File: src/hdl/bfa_pkg.sv
//------------------------------------------------------------------------------
// bfa_pkg
// Shared types and constants of the best-fit allocator core.
//------------------------------------------------------------------------------
package bfa_pkg;

	localparam int MemoryBytes  = 16777216;
	localparam int HoleEntries  = 32;
	localparam int BlockEntries = 32;
	localparam int LenW = 25;
	localparam int AddrW = 24;
	localparam int HIdxW = $clog2(HoleEntries);
	localparam int BIdxW = $clog2(BlockEntries);
	localparam int HCntW = $clog2(HoleEntries + 1);
	localparam int BCntW = $clog2(BlockEntries + 1);

	localparam logic [1:0] KIND_ALLOC = 2'd0;
	localparam logic [1:0] KIND_REL   = 2'd1;
	localparam logic [1:0] KIND_SHR   = 2'd2;
	localparam logic [1:0] KIND_XLT   = 2'd3;

	localparam logic [1:0] ST_OK    = 2'd0;
	localparam logic [1:0] ST_NOMEM = 2'd1;
	localparam logic [1:0] ST_NOTF  = 2'd2;
	localparam logic [1:0] ST_FULL  = 2'd3;

	typedef enum logic [2:0] {
		CTL_IDLE,
		CTL_EXEC,
		CTL_OUT
	} ctl_state_t;

	// command from controller to datapath
	typedef struct packed {
		logic start;
		logic step;
	} bfa_cmd_t;

	// status from datapath to controller
	typedef struct packed {
		logic done;
	} bfa_sts_t;

endpackage

File: src/hdl/bfa_ctrl.sv
//------------------------------------------------------------------------------
// bfa_ctrl
// Request sequencer: accepts a transaction, runs the datapath until it
// reports done, then presents the result.
//------------------------------------------------------------------------------
module bfa_ctrl import bfa_pkg::*; (
	input  logic     clk,
	input  logic     arst_n,
	input  logic     in_valid,
	output logic     in_ready,
	output logic     out_valid,
	input  logic     out_ready,
	output bfa_cmd_t cmd,
	input  bfa_sts_t sts
);

	ctl_state_t state_q, state_d;

	// hold state
	always_ff @(posedge clk or negedge arst_n) begin
		if (!arst_n) state_q <= CTL_IDLE;
		else state_q <= state_d;
	end

	// advance through request phases
	always_comb begin
		state_d   = state_q;
		in_ready  = 1'b0;
		out_valid = 1'b0;
		cmd       = '0;
		unique case (state_q)
			CTL_IDLE: begin
				in_ready = 1'b1;
				if (in_valid) begin
					cmd.start = 1'b1;
					state_d = CTL_EXEC;
				end
			end
			CTL_EXEC: begin
				cmd.step = 1'b1;
				if (sts.done) state_d = CTL_OUT;
			end
			CTL_OUT: begin
				out_valid = 1'b1;
				if (out_ready) state_d = CTL_IDLE;
			end
			default: state_d = CTL_IDLE;
		endcase
	end

endmodule

File: config.mk
export PLATFORM = sky130hd
export DESIGN_NAME = bfa_ctrl
export DESIGN_NICKNAME = d
export VERILOG_FILES = /design/src/hdl/bfa_pkg.sv /design/src/hdl/bfa_ctrl.sv
export SDC_FILE = /design/constraint.sdc
export NUM_CORES = 1
export LEC_CHECK = 0
export BUFFER_PORTS_ARGS = -buffer_cell sky130_fd_sc_hd__buf_4
export CORE_AREA = 2 2 39 41
export CTS_BUF_LIST = sky130_fd_sc_hd__clkbuf_4 sky130_fd_sc_hd__clkbuf_8
export DETAILED_ROUTE_END_ITERATION = 7
export DIE_AREA = 0 0 41 43
export PLACE_DENSITY = 0.3
export SLEW_MARGIN = 0
export SYNTH_ARGS = -nofsm -noshare
export SYNTH_HDL_FRONTEND = slang
export SYNTH_SLANG_ARGS = --single-unit
File: constraint.sdc
create_clock -name clk -period 0.99 [get_ports clk]
set_input_delay 0.099 -clock clk [delete_from_list [all_inputs] [get_ports clk]]
set_output_delay 0.099 -clock clk [all_outputs]
set_load 0.01 [all_outputs]
==> results of run 1 <==
[metrics by stage]
step           instances  hold WS [ps]  TNS [ps]  instance area, um2
6_report              43          62.4      -303                 262
5_1_grt               43          68.9      -582                 262
4_1_cts               42          46.3      -312                 250
3_5_place_dp          34          -114         0                 178
3_3_place_gp          34          -116         0                 178
2_1_floorplan         10          -197         0                97.6
[synth_stat cells]
master	n
and2_1	1
a211oi_1	1
a22o_1	1
dfrtp_1	2
and2b_1	1
nor2b_1	1
inv_1	1
nor2_1	2
[worst max-delay path by stage]
| stage | from | end | slack (ps) | cells after the start |
|---|---|---|---|---|
| final | state_q[0] | cmd[1] | -100 | 3 |
| after global routing | state_q[0] | cmd[1] | -170 | 3 |
| after CTS | state_q[0] | cmd[1] | -110 | 3 |
| after detailed placement | state_q[0] | state_q[1] | 60 | 2 |
| after global placement | state_q[0] | state_q[1] | 70 | 2 |
| after floorplan | state_q[0] | state_q[1] | 60 | 2 |
[layer usage]
metal  vias to the layer above  part of all wire, %  global-route usage [%]
li1                         68                    -                       -
met1                        56                   48                    6.09
met2                         9                   38                    4.38
met3                         0                   14                    4.71
met4                         0                    0                    6.00
met5                         -                    0                       0
[layout make-up]
cell class / count / area [um2] / area share, %
timing repair buffer: 14 / 119 / 45.5
multi-input combinational: 7 / 46.3 / 17.7
tap: 16 / 20.0 / 7.66
clock buffer: 3 / 22.5 / 8.61
sequential: 2 / 50.0 / 19.1
inverter: 1 / 3.75 / 1.44
[power by group through the flow]
| stage | Combinational, W | Sequential (W) | Clock, W |
|---|---|---|---|
| floorplan | 0.000143 | 0.000153 | 0 |
| global placement | 0.000286 | 0.000160 | 0 |
| detailed placement | 0.000286 | 0.000163 | 0 |
| CTS | 0.000453 | 0.000159 | 0.000194 |
| global route | 0.000542 | 0.000172 | 0.000195 |
| finish | 0.000494 | 0.000163 | 0.000180 |
[cell families (layout without fill, tap and decap cells)]
kind of cell | Yosys count | count (layout) | share of synthesized area (%)
flops | 2 | 2 | 51.3
compound gates | 2 | 2 | 16.7
simple gates | 5 | 5 | 28.2
buf+inv | 1 | 18 | 3.84
[what timing repair did]
action,CTS,global route
hold buffers,1,0
pin swaps,3,0
gates resized for setup,3,1
endpoints found under the setup margin,4,5
buffers inserted,4,1
endpoints found under the hold margin,2,0
==> metrics.md, run 1 <==
| Metric | Value |
|---|---|
| Status | finished, violations left |
| Failing checks | setup timing |
| Wire per inst | 7.81 um |
| Crit path cell chain | nor2_1 -> and2_1 -> buf_6 |
| Combinational share of power | a little under 60% |
| Drt first-iter violations | 3 |
| Max Clk Rate | 914 MHz |
| Relative slew slack | 87.5% |
| Class of the worst hold path | primary input to flop |
| First-pass GRT wire length | 483 um |
| Time the worst path needs with I/O delays and setup | 1090 ps |
| Post-synth top area share | between 50% and 60% |
| Via density | 3.09 |
| DP Wirelength | 216 um |
| Share of layout cells above drive strength 1 | 63.0% |
| Yosys reg bits | 2 |
| Setup ws final | -105 ps |
| Critical path class | flop to output port |
| Worst Reg2Reg Path Length in Cells | 3 |
| Maxcap violations | 0 |
| CTS tree | yes |
| Regs by FF count | state_q: 2 flops |
| Post-synthesis cell area | approximately 100 um2 |
| Mapped Cells | 10 |
| Drt pass-1 iters | 2 |
| Crit path buf inv count | 1 |
| Gr usage total | 5.12% |
| Avg Inst Size Synth | approximately 10 um2 |
| Critical Path AT | 1000 ps |
| Worst-margin pin slew | between 150 and 200 ps |
| Routability cong. | around 0.55 |
| DR DRC count | 0 |
| Number of global-route vias before repair | 117 |
| CTS sink count | 2 |
| Worst-path fanout max | 4 |
| Area Overhead vs Synth | 168% |
| Diode count | 0 |
| Crit-path leading delay family | flip-flops |
| Final ANT Viol Nets | 0 |
| Most frequent cells in the layout | 10 x buf_4, 3 x clkbuf_4, 3 x buf_6 |
| Initial antenna violation count | 0 |
| Mapped Nets | 15 |
| Final Cycle Share | 111% |
| Pre-CTS WS | 57.2 ps |
| H-tree lvl count | 1 |
| Pwr Total | 0.000837 W |
| Worst Hold Launch | sts |
| Worst Skew | between 0.5 and 0.6 ps |
| Setup crit end kind | output port |
| Lkg Pwr | 0.135 nW |
| Final setup violation count | 5 |
| Via count | 133 |
| Commonest non-fill, non-tap cell in the layout | buf_4 |
| Core Util, Final | 18.9% |
| Max reg flops | 2 |
| Clock power share | 21.5% |
| RSZ-0062 raised after global routing | true |
| P_sw | 0.000251 W |
| Root buffer cell | clkbuf_4 |
| Seq pwr share | around 20% |
| Filler Cell Count | 159 |
| Max Transition Viols Final | 0 |
| Total die area | 0.00176 mm2 |
| Top-Level Pins | 9 |
| Hold endpoint | state_q[0] |
| Sw Share | between 30% and 40% |
| Std cell rows | 14 |
| Slowest cell delay on critical path | 400 ps |
| Die H | 43 um |
| Slowest stage cell, crit path | dfrtp_1 |
| CTS max path bufs | 2 |
| WHS Path Cells | 2 |
| Number of CTS-inserted buffers | 3 |
| Internal power | 0.000585 W |
| Worst Setup Start Kind | flop |
| Max rail drop VDD | just under 0.7 mV |
| Cell taking the most area after synthesis | dfrtp_1 |
| Power per cell area | ~3200 mW/mm2 |
| Largest net degree at the start of global routing | 5 |
| Starting density of the core | between 7 and 8% |
| Routed wire length | approximately 340 um |
| Worst-path clk slew | 30 ps |
| Synth Warn # | 0 |
| Worst path required time | 890 ps |
| Reg-to-reg endpoint | state_q[1] |
| Die W | 41 um |
| Port bufs | 8 |
| Synth cell types | 8 |
| Reg2reg start | state_q[0] |
| Most flops, register | state_q |
| Register area share after synthesis | approximately half |
| Flop2flop setup slack | -40 ps |
| Core area | 0.00138 mm2 |
| GRT overflow | 0 |
| Ranking of synthesized cells by area | dfrtp_1 51%, a22o_1 9.0%, a211oi_1 7.7%, and2b_1 7.7%, nor2_1 7.7% |
| Final hold vios | 0 |
| Worst skew pair latency | about 220 ps |
| Fin nets | 34 |
Note: power is estimated with default switching activity, not from simulation.
==> run 2: changes to the inputs <==
--- a/config.mk
+++ b/config.mk
@@ -10,7 +10,7 @@
 export CTS_BUF_LIST = sky130_fd_sc_hd__clkbuf_4 sky130_fd_sc_hd__clkbuf_8
 export DETAILED_ROUTE_END_ITERATION = 7
 export DIE_AREA = 0 0 41 43
-export PLACE_DENSITY = 0.3
+export PLACE_DENSITY_LB_ADDON = 0.05
 export SLEW_MARGIN = 0
 export SYNTH_ARGS = -nofsm -noshare
 export SYNTH_HDL_FRONTEND = slang
==> metrics.md, run 2 (synthesized netlist as in run 1, its figures left out) <==
| Metric | Value |
|---|---|
| Number of global-route vias before repair | 144 (was 117) |
| Setup ws final | -121 ps (was -105 ps) |
| Final hold vios | 0 (unchanged) |
| Number of CTS-inserted buffers | 3 (unchanged) |
| Std cell rows | 14 (unchanged) |
| Area Overhead vs Synth | 141% (was 168%) |
| Worst-path clk slew | 30 ps (about the same) |
| Max Transition Viols Final | 0 (unchanged) |
| Max Clk Rate | 900 MHz (was 914 MHz) |
| Core area | 0.00138 mm2 (unchanged) |
| Max reg flops | 2 (unchanged) |
| Maxcap violations | 0 (unchanged) |
| Regs by FF count | state_q: 2 flops (unchanged) |
| Most flops, register | state_q (unchanged) |
| Slowest stage cell, crit path | dfrtp_2 (was dfrtp_1) |
| Drt pass-1 iters | 1 (was 2) |
| RSZ-0062 raised after global routing | true (unchanged) |
| Power per cell area | 3130 mW/mm2 (was 3200 mW/mm2) |
| Worst Skew | 1.01 ps (was 0.572 ps) |
| Via count | 123 (was 133) |
| Core Util, Final | 17.0% (was 18.9%) |
| Worst Hold Launch | sts (unchanged) |
| Clock power share | 24.1% (was 21.5%) |
| Worst Reg2Reg Path Length in Cells | 3 (unchanged) |
| Commonest non-fill, non-tap cell in the layout | buf_4 (unchanged) |
| Largest net degree at the start of global routing | 6 (was 5) |
| Hold endpoint | state_q[0] (unchanged) |
| Die H | 43 um (unchanged) |
| Seq pwr share | 24.1% (was 19.5%) |
| Slowest cell delay on critical path | 420 ps (was 400 ps) |
| Final Cycle Share | 112% (was 111%) |
| Via density | 3.08 (was 3.09) |
| Starting density of the core | 7.05% (unchanged) |
| Critical Path AT | 1010 ps (was 1000 ps) |
| Lkg Pwr | 0.117 nW (was 0.135 nW) |
| Most frequent cells in the layout | 9 x buf_4, 3 x clkbuf_4 (was 10 x buf_4, 3 x clkbuf_4, 3 x buf_6) |
| Failing checks | setup timing (unchanged) |
| Worst Setup Start Kind | flop (unchanged) |
| WHS Path Cells | 2 (unchanged) |
| Combinational share of power | 51.9% (was 59.1%) |
| Post-Route Setup TNS | -340 ps (was -303 ps) |
| P_sw | 0.000239 W (was 0.000251 W) |
| Crit path cell chain | nor2_2 -> and2_1 -> buf_4 (was nor2_1 -> and2_1 -> buf_6) |
| Pwr Total | 0.000737 W (was 0.000837 W) |
| Worst-path fanout max | 5 (was 4) |
| CTS max path bufs | 2 (unchanged) |
| CTS tree | yes (unchanged) |
| Flop2flop setup slack | 0 ps (was -40 ps) |
| Worst skew pair latency | 220 ps (about the same) |
| Critical path class | flop to output port (unchanged) |
| Routability cong. | 0.529 (was 0.550) |
| Root buffer cell | clkbuf_4 (unchanged) |
| Drt first-iter violations | 0 (was 3) |
| Class of the worst hold path | primary input to flop (unchanged) |
| Routed wire length | 337 um (was 336 um) |
| Die W | 41 um (unchanged) |
| Final setup violation count | 5 (unchanged) |
| Gr usage total | 5.22% (was 5.12%) |
| Diode count | 0 (unchanged) |
| Sw Share | 32.4% (was 30.0%) |
| Relative slew slack | 87.9% (was 87.5%) |
| Fin nets | 31 (was 34) |
| Internal power | 0.000498 W (was 0.000585 W) |
| Port bufs | 8 (unchanged) |
| Reg-to-reg endpoint | state_q[1] (unchanged) |
| Critical path launch point | state_q[0] (unchanged) |
| Worst path required time | 890 ps (about the same) |
| Worst-margin pin slew | 181 ps (was 186 ps) |
| Filler Cell Count | 164 (was 159) |
| Initial antenna violation count | 0 (unchanged) |
| Status | finished, violations left (unchanged) |
| CTS sink count | 2 (unchanged) |
| Worst Hold Margin | 66.2 ps (was 62.4 ps) |
| Final ANT Viol Nets | 0 (unchanged) |
| First-pass GRT wire length | 545 um (was 483 um) |
| Share of layout cells above drive strength 1 | 66.7% (was 63.0%) |
| H-tree lvl count | 1 (unchanged) |
| Time the worst path needs with I/O delays and setup | 1110 ps (was 1090 ps) |
| GRT overflow | 0 (unchanged) |
| Wire per inst | 8.43 um (was 7.81 um) |
| Total die area | 0.00176 mm2 (unchanged) |
| Reg2reg start | state_q[1] (was state_q[0]) |
| DR DRC count | 0 (unchanged) |
| Max rail drop VDD | 0.589 mV (was 0.674 mV) |
| Setup crit end kind | output port (unchanged) |
| Top-Level Pins | 9 (unchanged) |
run 2: cell types whose count changed in the layout (fill, tap and decap cells not counted):
| cell | before | now |
|---|---|---|
| nor2_1 | 2 | 1 |
| nor2_2 | 0 | 1 |
| dfrtp_1 | 2 | 1 |
| buf_4 | 10 | 9 |
| buf_6 | 3 | 1 |
| dfrtp_2 | 0 | 1 |
run 2: critical path: cells and delay by family, from the launching register on:
| family | cells | cell delay (ps) |
|---|---|---|
| buffers and inverters | 1 | 110 |
| DFF | 1 | 420 |
| and+or+nand+nor | 2 | 250 |
run 2: through the flow:
stage / cell area [um2] / std cells / worst slack, ps
detailed placement: 178 / 34 / 36.1
floorplan: 97.6 / 10 / 56.4
global route: 235 / 40 / -174
CTS: 210 / 38 / -126
global placement: 178 / 34 / 37.7
finish: 235 / 40 / -121
run 2: area by class of cell:
| cell class | instances | area [um2] | area share, % |
|---|---|---|---|
| clock buffers | 3 | 22.5 | 9.57 |
| multi-input cells | 7 | 48.8 | 20.7 |
| inverters | 1 | 3.75 | 1.60 |
| flip-flops and latches | 2 | 51.3 | 21.8 |
| well taps | 16 | 20.0 | 8.51 |
| repair buffers | 11 | 88.8 | 37.8 |
run 2: power by group through the flow:
| stage | clock network, W | logic, W | registers [W] |
|---|---|---|---|
| final | 0.000177 | 0.000382 | 0.000178 |
| after global routing | 0.000193 | 0.000415 | 0.000185 |
| after detailed placement | 0 | 0.000294 | 0.000165 |
| after global placement | 0 | 0.000302 | 0.000160 |
| after CTS | 0.000192 | 0.000299 | 0.000166 |
| after floorplan | 0 | 0.000143 | 0.000153 |
run 2: worst max-delay path by stage:
stage	to	depth (start not counted)
after global routing	cmd[1]	3
after global placement	state_q[1]	2
after detailed placement	state_q[1]	2
final	cmd[1]	3
after floorplan	state_q[1]	2
after CTS	cmd[1]	3
run 2: timing repair:
item                       4_1_cts  5_1_grt
setup endpoints to repair        4        4
pin swaps                        2        1
hold endpoints to repair         2        0
hold buffers                     1        0
gates resized for setup          0        4
setup buffers                    0        2
run 2: metal layers:
layer,vias up,share of wire (%),wire length [um],GRT usage (%)
li1,62,-,-,-
met1,57,33,111,4.50
met2,4,64,216,7.19
met3,0,2.7,9,1.57
met4,0,0,0,8.00
met5,-,0,0,0
==> run 3: changes to the inputs <==
--- a/config.mk
+++ b/config.mk
@@ -5,11 +5,12 @@
 export SDC_FILE = /design/constraint.sdc
 export NUM_CORES = 1
 export LEC_CHECK = 0
-export BUFFER_PORTS_ARGS = -buffer_cell sky130_fd_sc_hd__buf_4
+export ABC_AREA = 1
 export CORE_AREA = 2 2 39 41
 export CTS_BUF_LIST = sky130_fd_sc_hd__clkbuf_4 sky130_fd_sc_hd__clkbuf_8
 export DETAILED_ROUTE_END_ITERATION = 7
 export DIE_AREA = 0 0 41 43
+export DONT_BUFFER_PORTS = 1
 export PLACE_DENSITY_LB_ADDON = 0.05
 export SLEW_MARGIN = 0
 export SYNTH_ARGS = -nofsm -noshare
==> metrics.md, run 3 <==
| Metric | Value |
|---|---|
| Status | finished, violations left (unchanged) |
| Failing checks | setup timing (unchanged) |
| Wire per inst | 8.10 um (was 8.43 um) |
| Post-synth top area share | 44.0% (was 51.3%) |
| Max Transition Viols Final | 0 (unchanged) |
| H-tree lvl count | 1 (unchanged) |
| Diode count | 0 (unchanged) |
| Synth Warn # | 0 (unchanged) |
| Most flops, register | state_q (unchanged) |
| Commonest non-fill, non-tap cell in the layout | inv_1 (was buf_4) |
| Ranking of synthesized cells by area | dfrtp_1 44%, inv_1 16%, nand3_1 13%, nand2_2 11%, nor2_1 6.6% (was dfrtp_1 51%, a22o_1 9.0%, a211oi_1 7.7%, and2b_1 7.7%, nor2_1 7.7%) |
| Reg2reg start | state_q[0] (was state_q[1]) |
| Root buffer cell | clkbuf_4 (unchanged) |
| Time the worst path needs with I/O delays and setup | 1010 ps (was 1110 ps) |
| Post-Route Setup TNS | -41.7 ps (was -340 ps) |
| Worst Setup Start Kind | flop (unchanged) |
| Most used DFF post-synth | dfrtp_1 (unchanged) |
| Most frequent cell after synthesis | inv_1 |
| Pre-CTS WS | 125 ps (was 36.1 ps) |
| Worst path required time | 890 ps (about the same) |
| Post-synthesis cell area | 114 um2 (was 97.6 um2) |
| Mapped Nets | 21 (was 15) |
| Total die area | 0.00176 mm2 (unchanged) |
| Number of global-route vias before repair | 110 (was 144) |
| Final Cycle Share | 102% (was 112%) |
| FFs w/ async S/R, synth | 100% (unchanged) |
| Std cell rows | 14 (unchanged) |
| Worst-path fanout max | 4 (was 5) |
| Area occupied by multi-input gates | 50.0 um2 (was 48.8 um2) |
| Worst-path clk slew | 30 ps (about the same) |
| Cell taking the most area after synthesis | dfrtp_1 (unchanged) |
| Die H | 43 um (unchanged) |
| DP Wirelength | 241 um |
| Port bufs | 0 (was 8) |
| Share of layout cells above drive strength 1 | 52.2% (was 66.7%) |
| Relative slew slack | 86.0% (was 87.9%) |
| Core area | 0.00138 mm2 (unchanged) |
| Mapped Cells | 16 (was 10) |
| Max reg flops | 2 (unchanged) |
| Worst skew pair latency | 220 ps (about the same) |
| Filler Cell Count | 155 (was 164) |
| Area Overhead vs Synth | 72.5% (was 141%) |
| Avg Inst Size Synth | 7.12 um2 (was 9.76 um2) |
| First-pass GRT wire length | 448 um (was 545 um) |
| Final hold vios | 0 (unchanged) |
| Regs by FF count | state_q: 2 flops (unchanged) |
| Maxcap violations | 0 (unchanged) |
| Class of the worst hold path | primary input to flop (unchanged) |
| Yosys reg bits | 2 (unchanged) |
| Most frequent cells in the layout | 4 x inv_1, 3 x nand3_1, 3 x clkbuf_4, 3 x buf_4 (was 9 x buf_4, 3 x clkbuf_4) |
| Drt first-iter violations | 1 (was 0) |
| Die W | 41 um (unchanged) |
| Synth cell count leaders | 5 x inv_1, 3 x nand3_1, 2 x dfrtp_1, 2 x nand2_2, 2 x nor2_1 (was 2 x dfrtp_1, 2 x nor2_1) |
| Critical path class | flop to output port (unchanged) |
| Post-synth EDFFs | 0 (unchanged) |
| Worst Hold Launch | sts (unchanged) |
| Worst Skew | 1.85 ps (was 1.01 ps) |
| Setup ws final | -20.6 ps (was -121 ps) |
| RSZ-0062 raised after global routing | true (unchanged) |
| Largest net degree at the start of global routing | 5 (was 6) |
| Max rail drop VDD | 0.631 mV (was 0.589 mV) |
| Worst Reg2Reg Path Length in Cells | 4 (was 3) |
| Critical path launch point | state_q[0] (unchanged) |
| GRT overflow | 0 (unchanged) |
| CTS sink count | 2 (unchanged) |
| Setup crit end kind | output port (unchanged) |
| Number of CTS-inserted buffers | 3 (unchanged) |
| Power per cell area | 3380 mW/mm2 (was 3130 mW/mm2) |
| DR DRC count | 0 (unchanged) |
| Routability cong. | 0.573 (was 0.529) |
| WHS Path Cells | 2 (unchanged) |
| Critical Path AT | 910 ps (was 1010 ps) |
| Via count | 122 (was 123) |
| Via density | 3.13 (was 3.08) |
| Register area share after synthesis | 44.0% (was 51.3%) |
| Max Clk Rate | 990 MHz (was 900 MHz) |
| Top-Level Pins | 9 (unchanged) |
| Gr usage total | 4.81% (was 5.22%) |
| Starting density of the core | 8.23% (was 7.05%) |
| Lkg Pwr | 0.103 nW (was 0.117 nW) |
| CTS max path bufs | 2 (unchanged) |
| Worst-margin pin slew | 210 ps (was 181 ps) |
| Final ANT Viol Nets | 0 (unchanged) |
| Fin nets | 30 (was 31) |
| CTS tree | yes (unchanged) |
| Final setup violation count | 3 (was 5) |
| Routed wire length | 316 um (was 337 um) |
| Drt pass-1 iters | 2 (was 1) |
| Seq. cell area | 52.6 um2 (was 51.3 um2) |
| Synth cell types | 7 (was 8) |
| Initial antenna violation count | 0 (unchanged) |
## run 3: changes by cell type in the layout (fill, tap and decap cells not counted), sizes merged
cell / change
nor2: +1
and2b: -1
buf: -7
nand3: +3
inv: +4
and2: -1
a22o: -1
nor2b: -1
a211oi: -1
nand2: +3
## run 3: area by class of cell
class | count | share of cell area [%]
flip-flops and latches | 2 | 26.8
multi-input cells | 9 | 25.5
repair buffers | 4 | 16.6
clock buffers | 3 | 11.5
well taps | 16 | 10.2
inverters | 5 | 9.55
## run 3: report_power, final
group / switching (W) / total [W] / internal, W
Combinational: 0.000152 / 0.000289 / 0.000138
Sequential: 0.0000679 / 0.000195 / 0.000127
Clock: 0.0000450 / 0.000179 / 0.000134
Total: 0.000265 / 0.000663 / 0.000399
## run 3: worst max-delay path, stage by stage (launching register included)
cell and delay, ps:
dfrtp_2 430, nor2_4 130, nand2_2 60, inv_2 70
## run 3: final timing paths
kind                            slack [ps]    endpoint
worst max-delay path                   -20      cmd[1]
worst min register to register         590  state_q[1]
min in group asynchronous              110  state_q[1]
max in group asynchronous              740  state_q[0]
worst max register to register         120  state_q[0]
worst min-delay path                    30  state_q[1]
## run 3: what timing repair did
| item | CTS | global route |
|---|---|---|
| hold endpoints to repair | 2 | 0 |
| hold buffers | 1 | 0 |
| endpoints found under the setup margin | 4 | 4 |
| pin swaps | 2 | 2 |
| buffers inserted | 2 | 0 |
| gates resized for setup | 4 | 0 |
## run 3: kinds of logic (layout without fill, tap and decap cells)
logic type | after synthesis | in the layout | share of synthesized area (%)
buf+inv | 5 | 12 | 16.5
flops | 2 | 2 | 44.0
simple gates | 9 | 9 | 39.6
## run 3: through the flow
step	instance area [um2]	hold WS, ps	instances	util (%)	total power, W
2_1_floorplan	114	-197	16	-	0.000322
3_3_place_gp	141	-197	33	10.2	0.000405
3_5_place_dp	141	-197	33	10.2	0.000408
4_1_cts	196	25.6	39	14.2	0.000688
5_1_grt	196	26.8	39	14.2	0.000719
6_report	196	32.8	39	14.2	0.000663
## run 3: routing by layer
layer | part of all wire, % | global-route usage (%)
met1 | 41 | 5.45
met5 | 0 | 0
met2 | 54 | 4.06
met3 | 4.4 | 3.14
met4 | 0 | 8.00
